[src/rtl/core/jcs_pkg.sv]
// Shared types and constants for the jet cut and leading-jet selector.
// No dependencies; imported by every module in rtl/core.
`default_nettype none

package jcs_pkg;

    // Number of leading kept jets held per event
    localparam int LEADING_KEPT = 4;
    // Ranked results emitted per closed event
    localparam int NUM_RANKS    = 4;
    localparam int RANK_W       = 2;
    // Event records buffered between front and back
    localparam int QUEUE_DEPTH  = 2;

    localparam int KEPT_W = 8;
    localparam logic [KEPT_W-1:0] KEPT_MAX = '1;

    localparam int CFG_IDX_W  = 2;
    localparam int CFG_DATA_W = 16;

    localparam logic [CFG_IDX_W-1:0] REG_MIN_JETS        = 2'd0;
    localparam logic [CFG_IDX_W-1:0] REG_MIN_ET          = 2'd1;
    localparam logic [CFG_IDX_W-1:0] REG_MAX_ABS_ETA     = 2'd2;
    localparam logic [CFG_IDX_W-1:0] REG_MAX_EM_FRACTION = 2'd3;

    localparam int IN_DATA_W  = 56;
    localparam int OUT_DATA_W = 64;

    typedef struct packed {
        logic [7:0]  min_jets;
        logic [15:0] min_et;
        logic [8:0]  max_abs_eta;
        logic [10:0] max_em_fraction;
    } cfg_t;

    typedef struct packed {
        logic [15:0]       energy;
        logic [15:0]       et;
        logic signed [9:0] eta;
        logic [10:0]       em_fraction;
    } jet_t;

    typedef struct packed {
        logic valid;
        jet_t jet;
    } slot_t;

    typedef struct packed {
        slot_t [LEADING_KEPT-1:0] slots;
        logic [KEPT_W-1:0]        kept_count;
        logic                     pass;
    } event_rec_t;

    typedef struct packed {
        logic not_full;
        logic not_empty;
    } q_stat_t;

endpackage

`default_nettype wire

[src/rtl/core/jet_cut_top4_selector.sv]
// Top level of the jet cut and leading-four selector: config registers and the
// front end, event queue and back end. Depends on jcs_pkg, jcs_front, jcs_queue, jcs_back.
`default_nettype none

// The block takes one jet item per clock on the s_ stream, with no gap needed
// between items or between events. Each jet is checked against min_et,
// max_abs_eta and max_em_fraction; kept jets are counted (saturating at 255)
// and the four highest-energy ones are held sorted, earlier jet first on a tie.
// The item carrying tlast closes the event (also with tuser low, adding no jet);
// its record goes into a two-entry event queue and the back end then sends four
// results, rank 0 to 3, on the m_ stream, one per clock while m_tready is high,
// tlast on rank 3. The record passes through the queue into the output register,
// which raises m_tvalid for the first result once earlier events are sent.
// Output runs at one result per clock while m_tready is high, so sustained input
// rate is one item per clock as long as events average at least four items;
// s_tready drops only when both queue entries hold events still being sent. A
// slot is valid only if the event passed (kept count >= min_jets) and a jet is
// held at that rank; invalid slots carry zero jet fields.
// Config registers are written on cfg_we; write them only while idle.

module jet_cut_top4_selector (
    input  wire logic                                 clk,
    input  wire logic                                 rst_n,
    // config write port
    input  wire logic                                 cfg_we,
    input  wire logic [jcs_pkg::CFG_IDX_W-1:0]        cfg_index,
    input  wire logic [jcs_pkg::CFG_DATA_W-1:0]       cfg_data,
    // jet input stream
    input  wire logic                                 s_tvalid,
    output logic                                      s_tready,
    // tdata: jet_energy[15:0], jet_et[31:16], jet_eta[41:32], jet_em_fraction[52:42], zero pad
    input  wire logic [jcs_pkg::IN_DATA_W-1:0]        s_tdata,
    // tuser: jet_present
    input  wire logic                                 s_tuser,
    input  wire logic                                 s_tlast,
    // ranked result stream
    output logic                                      m_tvalid,
    input  wire logic                                 m_tready,
    // tdata: rank[1:0], out_energy[17:2], out_et[33:18], out_eta[43:34],
    //        out_em_fraction[54:44], event_pass[55], kept_count[63:56]
    output logic [jcs_pkg::OUT_DATA_W-1:0]            m_tdata,
    // tuser: slot_valid
    output logic                                      m_tuser,
    output logic                                      m_tlast
);
    import jcs_pkg::*;

    cfg_t       cfg_reg;
    q_stat_t    q_stat;
    logic       q_push;
    logic       q_pop;
    event_rec_t q_push_rec;
    event_rec_t q_head_rec;

    // config registers, reset to the documented defaults
    always_ff @(posedge clk or negedge rst_n)
    begin
        if (!rst_n)
        begin
            cfg_reg.min_jets        <= 8'd4;
            cfg_reg.min_et          <= 16'd80;
            cfg_reg.max_abs_eta     <= 9'd250;
            cfg_reg.max_em_fraction <= 11'd1024;
        end
        else if (cfg_we)
        begin
            case (cfg_index)
                REG_MIN_JETS:        cfg_reg.min_jets        <= cfg_data[7:0];
                REG_MIN_ET:          cfg_reg.min_et          <= cfg_data[15:0];
                REG_MAX_ABS_ETA:     cfg_reg.max_abs_eta     <= cfg_data[8:0];
                REG_MAX_EM_FRACTION: cfg_reg.max_em_fraction <= cfg_data[10:0];
                default:             cfg_reg                 <= cfg_reg;
            endcase
        end
    end

    // cuts and leading-jet insert, one item per clock while s_tready is high
    jcs_front u_front (
        .clk        (clk),
        .rst_n      (rst_n),
        .cfg        (cfg_reg),
        .s_tvalid   (s_tvalid),
        .s_tready   (s_tready),
        .s_tdata    (s_tdata),
        .s_tuser    (s_tuser),
        .s_tlast    (s_tlast),
        .q_stat     (q_stat),
        .q_push     (q_push),
        .q_push_rec (q_push_rec)
    );

    // closed events waiting to be sent
    jcs_queue u_queue (
        .clk      (clk),
        .rst_n    (rst_n),
        .push     (q_push),
        .push_rec (q_push_rec),
        .pop      (q_pop),
        .head_rec (q_head_rec),
        .stat     (q_stat)
    );

    // four ranked results per event, one per clock while m_tready is high
    jcs_back u_back (
        .clk      (clk),
        .rst_n    (rst_n),
        .q_stat   (q_stat),
        .head_rec (q_head_rec),
        .q_pop    (q_pop),
        .m_tvalid (m_tvalid),
        .m_tready (m_tready),
        .m_tdata  (m_tdata),
        .m_tuser  (m_tuser),
        .m_tlast  (m_tlast)
    );

endmodule

`default_nettype wire

[src/rtl/core/jcs_front.sv]
// Front end: applies the jet cuts and keeps the leading jets of the open event.
// Depends on jcs_pkg; pushes one event record per closed event into jcs_queue.
`default_nettype none

module jcs_front (
    input  wire logic                                clk,
    input  wire logic                                rst_n,
    input  wire jcs_pkg::cfg_t                       cfg,
    input  wire logic                                s_tvalid,
    output logic                                     s_tready,
    // tdata: jet_energy[15:0], jet_et[31:16], jet_eta[41:32], jet_em_fraction[52:42], zero pad
    input  wire logic [jcs_pkg::IN_DATA_W-1:0]       s_tdata,
    // tuser: jet_present
    input  wire logic                                s_tuser,
    input  wire logic                                s_tlast,
    input  wire jcs_pkg::q_stat_t                    q_stat,
    output logic                                     q_push,
    output jcs_pkg::event_rec_t                      q_push_rec
);
    import jcs_pkg::*;

    slot_t [LEADING_KEPT-1:0] slots_reg;
    slot_t [LEADING_KEPT-1:0] slots_next;
    logic [KEPT_W-1:0]        kept_reg;
    logic [KEPT_W-1:0]        kept_next;

    jet_t                     new_jet;
    logic [9:0]               abs_eta;
    logic                     keep;
    logic                     accept;
    logic [LEADING_KEPT-1:0]  gt;

    assign new_jet.energy      = s_tdata[15:0];
    assign new_jet.et          = s_tdata[31:16];
    assign new_jet.eta         = s_tdata[41:32];
    assign new_jet.em_fraction = s_tdata[52:42];

    assign s_tready = q_stat.not_full;
    assign accept   = s_tvalid && s_tready;

    always_comb
    begin
        // -512 maps to 512, still fits 10 unsigned bits
        abs_eta = new_jet.eta[9] ? (~new_jet.eta + 10'd1) : new_jet.eta;
        keep = s_tuser
            && (new_jet.et >= cfg.min_et)
            && (abs_eta <= {1'b0, cfg.max_abs_eta})
            && (new_jet.em_fraction <= cfg.max_em_fraction);

        // slots are sorted and valid as a prefix, so gt is monotone
        for (int i = 0; i < LEADING_KEPT; i++)
        begin
            gt[i] = !slots_reg[i].valid || (new_jet.energy > slots_reg[i].jet.energy);
        end

        slots_next[0] = slots_reg[0];
        if (keep && gt[0])
        begin
            slots_next[0].valid = 1'b1;
            slots_next[0].jet   = new_jet;
        end
        for (int i = 1; i < LEADING_KEPT; i++)
        begin
            slots_next[i] = slots_reg[i];
            if (keep && gt[i])
            begin
                if (gt[i-1])
                begin
                    slots_next[i] = slots_reg[i-1];
                end
                else
                begin
                    slots_next[i].valid = 1'b1;
                    slots_next[i].jet   = new_jet;
                end
            end
        end

        kept_next = (keep && (kept_reg != KEPT_MAX)) ? kept_reg + 1'b1 : kept_reg;
    end

    assign q_push                = accept && s_tlast;
    assign q_push_rec.slots      = slots_next;
    assign q_push_rec.kept_count = kept_next;
    assign q_push_rec.pass       = (kept_next >= cfg.min_jets);

    always_ff @(posedge clk or negedge rst_n)
    begin
        if (!rst_n)
        begin
            slots_reg <= '0;
            kept_reg  <= '0;
        end
        else if (accept)
        begin
            if (s_tlast)
            begin
                slots_reg <= '0;
                kept_reg  <= '0;
            end
            else
            begin
                slots_reg <= slots_next;
                kept_reg  <= kept_next;
            end
        end
    end

endmodule

`default_nettype wire

[src/rtl/core/jcs_queue.sv]
// Short queue of closed-event records between front and back end.
// Depends on jcs_pkg.
`default_nettype none

module jcs_queue (
    input  wire logic                 clk,
    input  wire logic                 rst_n,
    input  wire logic                 push,
    input  wire jcs_pkg::event_rec_t  push_rec,
    input  wire logic                 pop,
    output jcs_pkg::event_rec_t       head_rec,
    output jcs_pkg::q_stat_t          stat
);
    import jcs_pkg::*;

    localparam int PTR_W = (QUEUE_DEPTH > 1) ? $clog2(QUEUE_DEPTH) : 1;
    localparam int CNT_W = $clog2(QUEUE_DEPTH + 1);
    localparam logic [PTR_W-1:0] PTR_LAST = PTR_W'(QUEUE_DEPTH - 1);
    localparam logic [CNT_W-1:0] CNT_FULL = CNT_W'(QUEUE_DEPTH);

    event_rec_t        entries_reg [QUEUE_DEPTH];
    logic [PTR_W-1:0]  wr_ptr_reg;
    logic [PTR_W-1:0]  wr_ptr_next;
    logic [PTR_W-1:0]  rd_ptr_reg;
    logic [PTR_W-1:0]  rd_ptr_next;
    logic [CNT_W-1:0]  count_reg;
    logic [CNT_W-1:0]  count_next;

    assign stat.not_full  = (count_reg != CNT_FULL);
    assign stat.not_empty = (count_reg != '0);
    assign head_rec       = entries_reg[rd_ptr_reg];

    always_comb
    begin
        wr_ptr_next = push ? ((wr_ptr_reg == PTR_LAST) ? '0 : wr_ptr_reg + 1'b1) : wr_ptr_reg;
        rd_ptr_next = pop  ? ((rd_ptr_reg == PTR_LAST) ? '0 : rd_ptr_reg + 1'b1) : rd_ptr_reg;
        count_next  = count_reg;
        if (push && !pop)
        begin
            count_next = count_reg + 1'b1;
        end
        else if (pop && !push)
        begin
            count_next = count_reg - 1'b1;
        end
    end

    always_ff @(posedge clk or negedge rst_n)
    begin
        if (!rst_n)
        begin
            wr_ptr_reg <= '0;
            rd_ptr_reg <= '0;
            count_reg  <= '0;
        end
        else
        begin
            wr_ptr_reg <= wr_ptr_next;
            rd_ptr_reg <= rd_ptr_next;
            count_reg  <= count_next;
        end
    end

    always_ff @(posedge clk)
    begin
        if (push)
        begin
            entries_reg[wr_ptr_reg] <= push_rec;
        end
    end

    a_count_bound: assert property (@(posedge clk) disable iff (!rst_n)
        count_reg <= CNT_FULL)
        else $error("queue count above depth");

    a_no_overflow: assert property (@(posedge clk) disable iff (!rst_n)
        push |-> stat.not_full)
        else $error("push into full queue");

    a_no_underflow: assert property (@(posedge clk) disable iff (!rst_n)
        pop |-> stat.not_empty)
        else $error("pop from empty queue");

endmodule

`default_nettype wire

[src/rtl/core/jcs_back.sv]
// Back end: walks the head event record rank by rank into the output register.
// Depends on jcs_pkg; reads and pops jcs_queue.
`default_nettype none

module jcs_back (
    input  wire logic                                clk,
    input  wire logic                                rst_n,
    input  wire jcs_pkg::q_stat_t                    q_stat,
    input  wire jcs_pkg::event_rec_t                 head_rec,
    output logic                                     q_pop,
    output logic                                     m_tvalid,
    input  wire logic                                m_tready,
    // tdata: rank[1:0], out_energy[17:2], out_et[33:18], out_eta[43:34],
    //        out_em_fraction[54:44], event_pass[55], kept_count[63:56]
    output logic [jcs_pkg::OUT_DATA_W-1:0]           m_tdata,
    // tuser: slot_valid
    output logic                                     m_tuser,
    output logic                                     m_tlast
);
    import jcs_pkg::*;

    localparam logic [RANK_W-1:0] RANK_LAST = RANK_W'(NUM_RANKS - 1);

    logic [RANK_W-1:0]     rank_reg;
    logic                  out_valid_reg;
    logic [OUT_DATA_W-1:0] out_data_reg;
    logic                  out_user_reg;
    logic                  out_last_reg;

    logic                  load;
    logic                  emit;
    slot_t                 sel;
    logic                  slot_ok;
    jet_t                  shown;
    logic [OUT_DATA_W-1:0] data_next;

    assign load  = !out_valid_reg || m_tready;
    assign emit  = load && q_stat.not_empty;
    assign q_pop = emit && (rank_reg == RANK_LAST);

    always_comb
    begin
        sel = '0;
        for (int k = 0; k < LEADING_KEPT; k++)
        begin
            if (RANK_W'(k) == rank_reg && k < NUM_RANKS)
            begin
                sel = head_rec.slots[k];
            end
        end
        slot_ok   = head_rec.pass && sel.valid;
        shown     = slot_ok ? sel.jet : '0;
        data_next = {head_rec.kept_count, head_rec.pass, shown.em_fraction,
                     shown.eta, shown.et, shown.energy, rank_reg};
    end

    always_ff @(posedge clk or negedge rst_n)
    begin
        if (!rst_n)
        begin
            rank_reg      <= '0;
            out_valid_reg <= 1'b0;
        end
        else if (load)
        begin
            out_valid_reg <= q_stat.not_empty;
            if (emit)
            begin
                rank_reg <= (rank_reg == RANK_LAST) ? '0 : rank_reg + 1'b1;
            end
        end
    end

    always_ff @(posedge clk)
    begin
        if (emit)
        begin
            out_data_reg <= data_next;
            out_user_reg <= slot_ok;
            out_last_reg <= (rank_reg == RANK_LAST);
        end
    end

    assign m_tvalid = out_valid_reg;
    assign m_tdata  = out_data_reg;
    assign m_tuser  = out_user_reg;
    assign m_tlast  = out_last_reg;

    a_last_rank: assert property (@(posedge clk) disable iff (!rst_n)
        (m_tvalid && m_tlast) |-> (m_tdata[RANK_W-1:0] == RANK_LAST))
        else $error("tlast on a result that is not the last rank");

    a_rank_wrap: assert property (@(posedge clk) disable iff (!rst_n)
        q_pop |=> (rank_reg == '0))
        else $error("rank counter not back at zero after pop");

endmodule

`default_nettype wire
[config.mk]
export PLATFORM = sky130hd
export DESIGN_NAME = jet_cut_top4_selector
export DESIGN_NICKNAME = d
export VERILOG_FILES = /design/src/rtl/core/jcs_pkg.sv /design/src/rtl/core/jet_cut_top4_selector.sv /design/src/rtl/core/jcs_front.sv /design/src/rtl/core/jcs_queue.sv /design/src/rtl/core/jcs_back.sv
export SDC_FILE = /design/constraint.sdc
export NUM_CORES = 1
export LEC_CHECK = 0
export ABC_AREA = 1
export BUFFER_PORTS_ARGS = -buffer_cell sky130_fd_sc_hd__buf_4
export CORE_UTILIZATION = 57
export DETAILED_ROUTE_END_ITERATION = 10
export PLACE_DENSITY_LB_ADDON = 0.2
export SLEW_MARGIN = 20
export SYNTH_ARGS = -nofsm -noshare
export SYNTH_HDL_FRONTEND = slang
export SYNTH_SLANG_ARGS = --single-unit
[constraint.sdc]
create_clock -name clk -period 13.85 [get_ports clk]
set_input_delay 2.77 -clock clk [delete_from_list [all_inputs] [get_ports clk]]
set_output_delay 2.77 -clock clk [all_outputs]
set_load 0.02 [all_outputs]
After elaboration in Yosys (flattened, before gate mapping)
Memories as Yosys holds them, arrays and structs flattened.
Index checks and enable logic that the tools add are counted.
W data, S select, Z words.
{"block": "word_totals", "regBits": 341, "latchBits": 0, "ram_bits": 450, "romBits": 0, "in_bits": 81, "out_inout_bits": 68, "word_cells": 118, "memories": 1}
{"name": "u_queue.entries_reg", "depth": 2, "width": 225, "read_ports": 1, "rd_clocked_by_memory_dff": 0, "wr": 1, "line": "jcs_queue.sv:21", "text": "event_rec_t entries_reg [QUEUE_DEPTH];"}
{"block": "op_classes", "n_addsub": 7, "mul": 0, "div": 0, "magnitude_cmp": 8, "eq_ne": 9, "shift": 0, "muxes": 22, "n_bitwise": 1, "reduce_logical": 36}
{"op": "$mux W54", "count": 11}
{"op": "$mux W216", "count": 1}
{"op": "$gt A16 B16 Y1", "count": 4}
{"op": "$ge A16 B16 Y1", "count": 1}
{"op": "$mux W8", "count": 2}
{"op": "$logic_and A1 B1 Y1", "count": 15}
{"op": "$le A11 B11 Y1", "count": 1}
{"op": "$add A10 B1 Y10 const B", "count": 1}
{"op": "$le A10 B9 Y1", "count": 1}
{"op": "$mux W10", "count": 1}
{"op": "$not A10 Y10", "count": 1}
{"op": "$reduce_and A2 Y1", "count": 5}
{"op": "$add A8 B1 Y8 const B", "count": 1}
{"op": "$ge A8 B8 Y1", "count": 1}
{"op": "$ne A8 B8 Y1 const B", "count": 1}
{"op": "$logic_not A1 Y1", "count": 7}
{"op": "$eq A2 B2 Y1 const B", "count": 3}
{"op": "$mux W2", "count": 3}
{"op": "$logic_or A1 B1 Y1", "count": 5}
{"op": "$add A2 B1 Y2 const B", "count": 2}
{"op": "$eq A2 B2 Y1 const A", "count": 2}
{"op": "$logic_not A2 Y1", "count": 2}
{"op": "$mux W1", "count": 4}
{"op": "$reduce_bool A2 Y1", "count": 2}
{"op": "other kinds (5)", "count": 6}

Depth between registers and ports, before layout
{"block": "depth", "depth_word": 9, "ltp_mapped": 27, "mapped_depth_nobuf": 26}

Modules after synthesis
Synthesis repeated with hierarchy kept, for this count alone.
{"block": "hier_totals", "hier_cells": 4555, "hier_area_um2": 41907.7}
{"module": "jcs_front", "n_inst": 1, "cells_each": 2960, "area_each_um2": 18280.0, "seq_area_each_um2": 5605.4}
{"module": "jcs_queue", "n_inst": 1, "cells_each": 725, "area_each_um2": 17010.1, "seq_area_each_um2": 13613.1}
{"module": "jcs_back", "n_inst": 1, "cells_each": 673, "area_each_um2": 4773.3, "seq_area_each_um2": 2057.0}
{"module": "jet_cut_top4_selector", "n_inst": 1, "cells_each": 197, "area_each_um2": 1844.3, "seq_area_each_um2": 1113.6}

Least setup slack after synthesis
OpenSTA, ideal clock, no wires.
{"block": "synth_timing", "path_type": "input to register", "start": "in s_tvalid", "end": "mem u_queue.entries_reg[0][0] (netlist bit) (enable)", "setup_ns": 0.815, "arrival_ns": 12.440, "required_time_ns": 13.035, "path_slack_ns": 0.595, "path_stages": 4, "n_path_buf": 0, "cell_sequence": "nand2_1 > inv_1 > nand2_1 > nor2_1"}
{"block": "synth_via", "elab_chain_cells": 4}
{"element": "start: declaration", "line": "jet_cut_top4_selector.sv:29", "text": "input wire logic s_tvalid,"}
{"element": "$logic_and A1 B1 Y1", "line": "jcs_front.sv:39", "text": "assign accept = s_tvalid && s_tready;"}
{"element": "$logic_and A1 B1 Y1", "line": "jcs_front.sv:82", "text": "assign q_push = accept && s_tlast;"}
{"element": "$mux W1", "line": "jcs_queue.sv:66", "text": "if (push)"}
{"element": "$mux W1 (implied by the code)", "line": "jcs_queue.sv:68", "text": "entries_reg[wr_ptr_reg] <= push_rec;"}
{"element": "end: declaration", "line": "jcs_queue.sv:21"}
No other way between the ends.

==> flow_summary.ini <==
[status]
status = complete, no violations

[final_layout]
fin_util_pct = 64.0
largest_register_ffs = 450
drive_gt1_share_pct = 7.63
n_fill_cell = 5665
syn2layout_area_growth_pct = 10.9
nets = 4742
final_cells = 5545
n_antenna_cell = 0

[synthesis]
synth.area.top_cells = edfxtp_1 (39%), dfrtp_1 (17%), nand2_1 (14%)
yosys.cell_types.count = 40
yosys.area.top_type = edfxtp_1
synthDominantCellAreaShare_pct = 39.1
synth_nets = 4716
synth_area_sq_um = 39600
synthFlopType = edfxtp_1
synth-async-reset-ratio_pct = 34.8
synth_edf_count = 516
synth_seq_cells = 791
synth_cells = 4520
synth.most_common_cell = nand2_1
synth_commonest_cells = nand2_1 (1,450), edfxtp_1 (516), nand3_1 (463)
post_synth.cell_area_avg_sq_um = 8.77
ys.warnings.count = 0
synth-seq-area-share_pct = 56.5

[setup_path]
cp.required_ps = 14320
cp-start-kind = primary input
crit_arrival_ps = 7710
cp_top_family = simple AND/OR/NAND/NOR gates
cp_max_fo = 54
critical_path.max_stage_delay_ps = 830
rr_startpoint = u_back.rank_reg[1]
rrSetupSlack_ps = 8960
cp_num_buf_inv = 4
r2r.worst_path.cells = 12
crit_top_cell = nand2_1
cp_slowest_cell = nor2_4
r2r_end = u_back.m_tdata[33]
worst_setup_path_end_kind = flop
crit_chain = buf_4, inv_2, ha_1, nand3_1, nor2_1, nand2_1, nand2_1, xor2_1, ha_1, nand2_1, inv_1, a21oi_1, nand2_1, nand2_1, nand2_1, nand2_1, nand2_1, nor2_4, buf_4, nand2_4, nand2_1, and2_1
critical_path_class = primary input to flop

[clock_network]
cts_tree = yes
cts_resized = 0
post_cts_buffers = 0
cts_sinks = 791
cts_hold_buffers = 0
cts_buffers = 82
root_buffer = clkbuf_16
clock_path_buffers = 3
clkTransAtPathRegs_ps = 60
clkLatencyLatePin_ps = 630
cts_max_level = 3

[floorplanning]
fp.dieArea_sq_um = 70600
initial_core_util_pct = 57.7
die_x_um = 266
rows = 96
core_area_sq_um = 68700
pin_count = 149
die_h_um = 266

[timing]
layout_worst_path_cycle_share_pct = 52.3
timing.slew.headroom_pct = 26.3
hold_ws_ps = 475
final_hold_viol_count = 0
fin_setup_tns_ps = 0
drv_slew = 0
fin_ws_ps = 6610
tightest_slew_ps = 1100
grt_setup_unrepaired = no
finalClockSkew_ps = 23.7
finalCriticalPeriod_ps = 7240
finalSetupViolCount = 0
fmax_mhz = 138

[global_route]
antenna_found_initial = 3
grt_pass1_vias = 29925
grt_pass1_wl_um = 170000
grt_max_degree = 148
grt-ovfl-total = 0
track_usage_pct = 31.5

[place]
hpwl_um = 58700
preCtsSetupSlack_ps = 6110
placed_cells = 5393
numPortBuffers = 145
routabilityCongestion = 0.866

[routing]
vias = 31723
ant_nets = 0
drt-wirelength-per-cell_um = 20.0
wl_um = 111000
drt_iter0_markers = 3212
first_pass_iters = 7
route.detailed.drc = 0
drt-vias-per-instance = 5.72

[power]
leakage_nw = 20.2
ir_worst_vdd_mv = 0.126
p_per_area_nw_per_um2 = 185

[min_path]
hold_class = flop to flop
hold_depth = 2
whs_endpoint = u_front.slots_reg[116]
hold_start = u_front.slots_reg[116]

[run]
maxCapViolCount = 0
==> how the worst max path moves through the flow <==
stage                startpoint                     endpoint  cells after the start
finish              s_tdata[32]  u_queue.entries_reg[1][115]                     22
floorplan              s_tvalid    u_queue.entries_reg[0][0]                      4
global placement    s_tdata[32]  u_queue.entries_reg[0][224]                     21
global route        s_tdata[32]  u_queue.entries_reg[0][130]                     22
detailed placement  s_tdata[32]  u_queue.entries_reg[0][224]                     21
CTS                 s_tdata[32]  u_queue.entries_reg[0][224]                     21
==> cells in the final DEF (no fill, tap or decap), drive strengths merged, types with 4 or more instances in the layout <==
cell and n:
nand2 1460, edfxtp 516, nand3 465, inv 382, o21ai 322, nor2 317
dfrtp 265, and2 221, buf 181, ha 115, clkbuf 113, a21oi 104
o22ai 54, clkinv 28, xor2 14, dfstp 10, bufinv 8, nand4 6
o21a 6, o21bai 5, nor3 4, clkinvlp 4
==> report_power, final <==
group	leakage, nW	switching, mW	internal [mW]
registers	8.58	0.185	3.09
logic	10.3	1.88	0.737
clock network	1.33	0.933	1.32
==> tightest hold or removal path: stages, from the launching register on <==
cell and delay [ps]:
dfrtp_1 340, nand2_1 50, nand2_1 60
==> stage by stage <==
| step | power (mW) | area, sq um |
|---|---|---|
| after CTS | 8.14 | 44000 |
| after global placement | 5.83 | 41300 |
| after global routing | 8.55 | 44000 |
| final | 8.15 | 44000 |
| after detailed placement | 5.89 | 41300 |
| after floorplan | 5.02 | 39600 |
==> layer usage <==
metal	GRT usage, %	wire length (um)	vias to the layer above
li1	-	-	14870
met1	42.2	43700	14941
met2	50.5	50600	1631
met3	6.22	12200	277
met4	12.9	4240	4
met5	1.39	148	-
==> cell families after synthesis <==
| logic type | after synthesis | synth area share, % |
|---|---|---|
| AO/OA/AOI/OAI | 496 | 6.54 |
| XOR/XNOR | 16 | 0.354 |
| adder cells (fa/ha/maj) | 115 | 3.63 |
| buffers and inverters | 622 | 6.33 |
| flip-flops | 791 | 56.5 |
| multiplexers | 1 | 0.0253 |
| AND/OR/NAND/NOR | 2479 | 26.6 |
==> area by class of cell <==
type                    count  area (sq um)  share of cell area (%)
multi-input cells        3107         14900                    33.8
inverters                 383          1450                    3.29
clock buffers             113          2320                    5.29
clock inverters            39           395                   0.899
repair buffers            181          1390                    3.16
flip-flops and latches    791         22400                    50.9
well taps                 931          1160                    2.65
No activity file was read; power rests on OpenSTA's default activity.
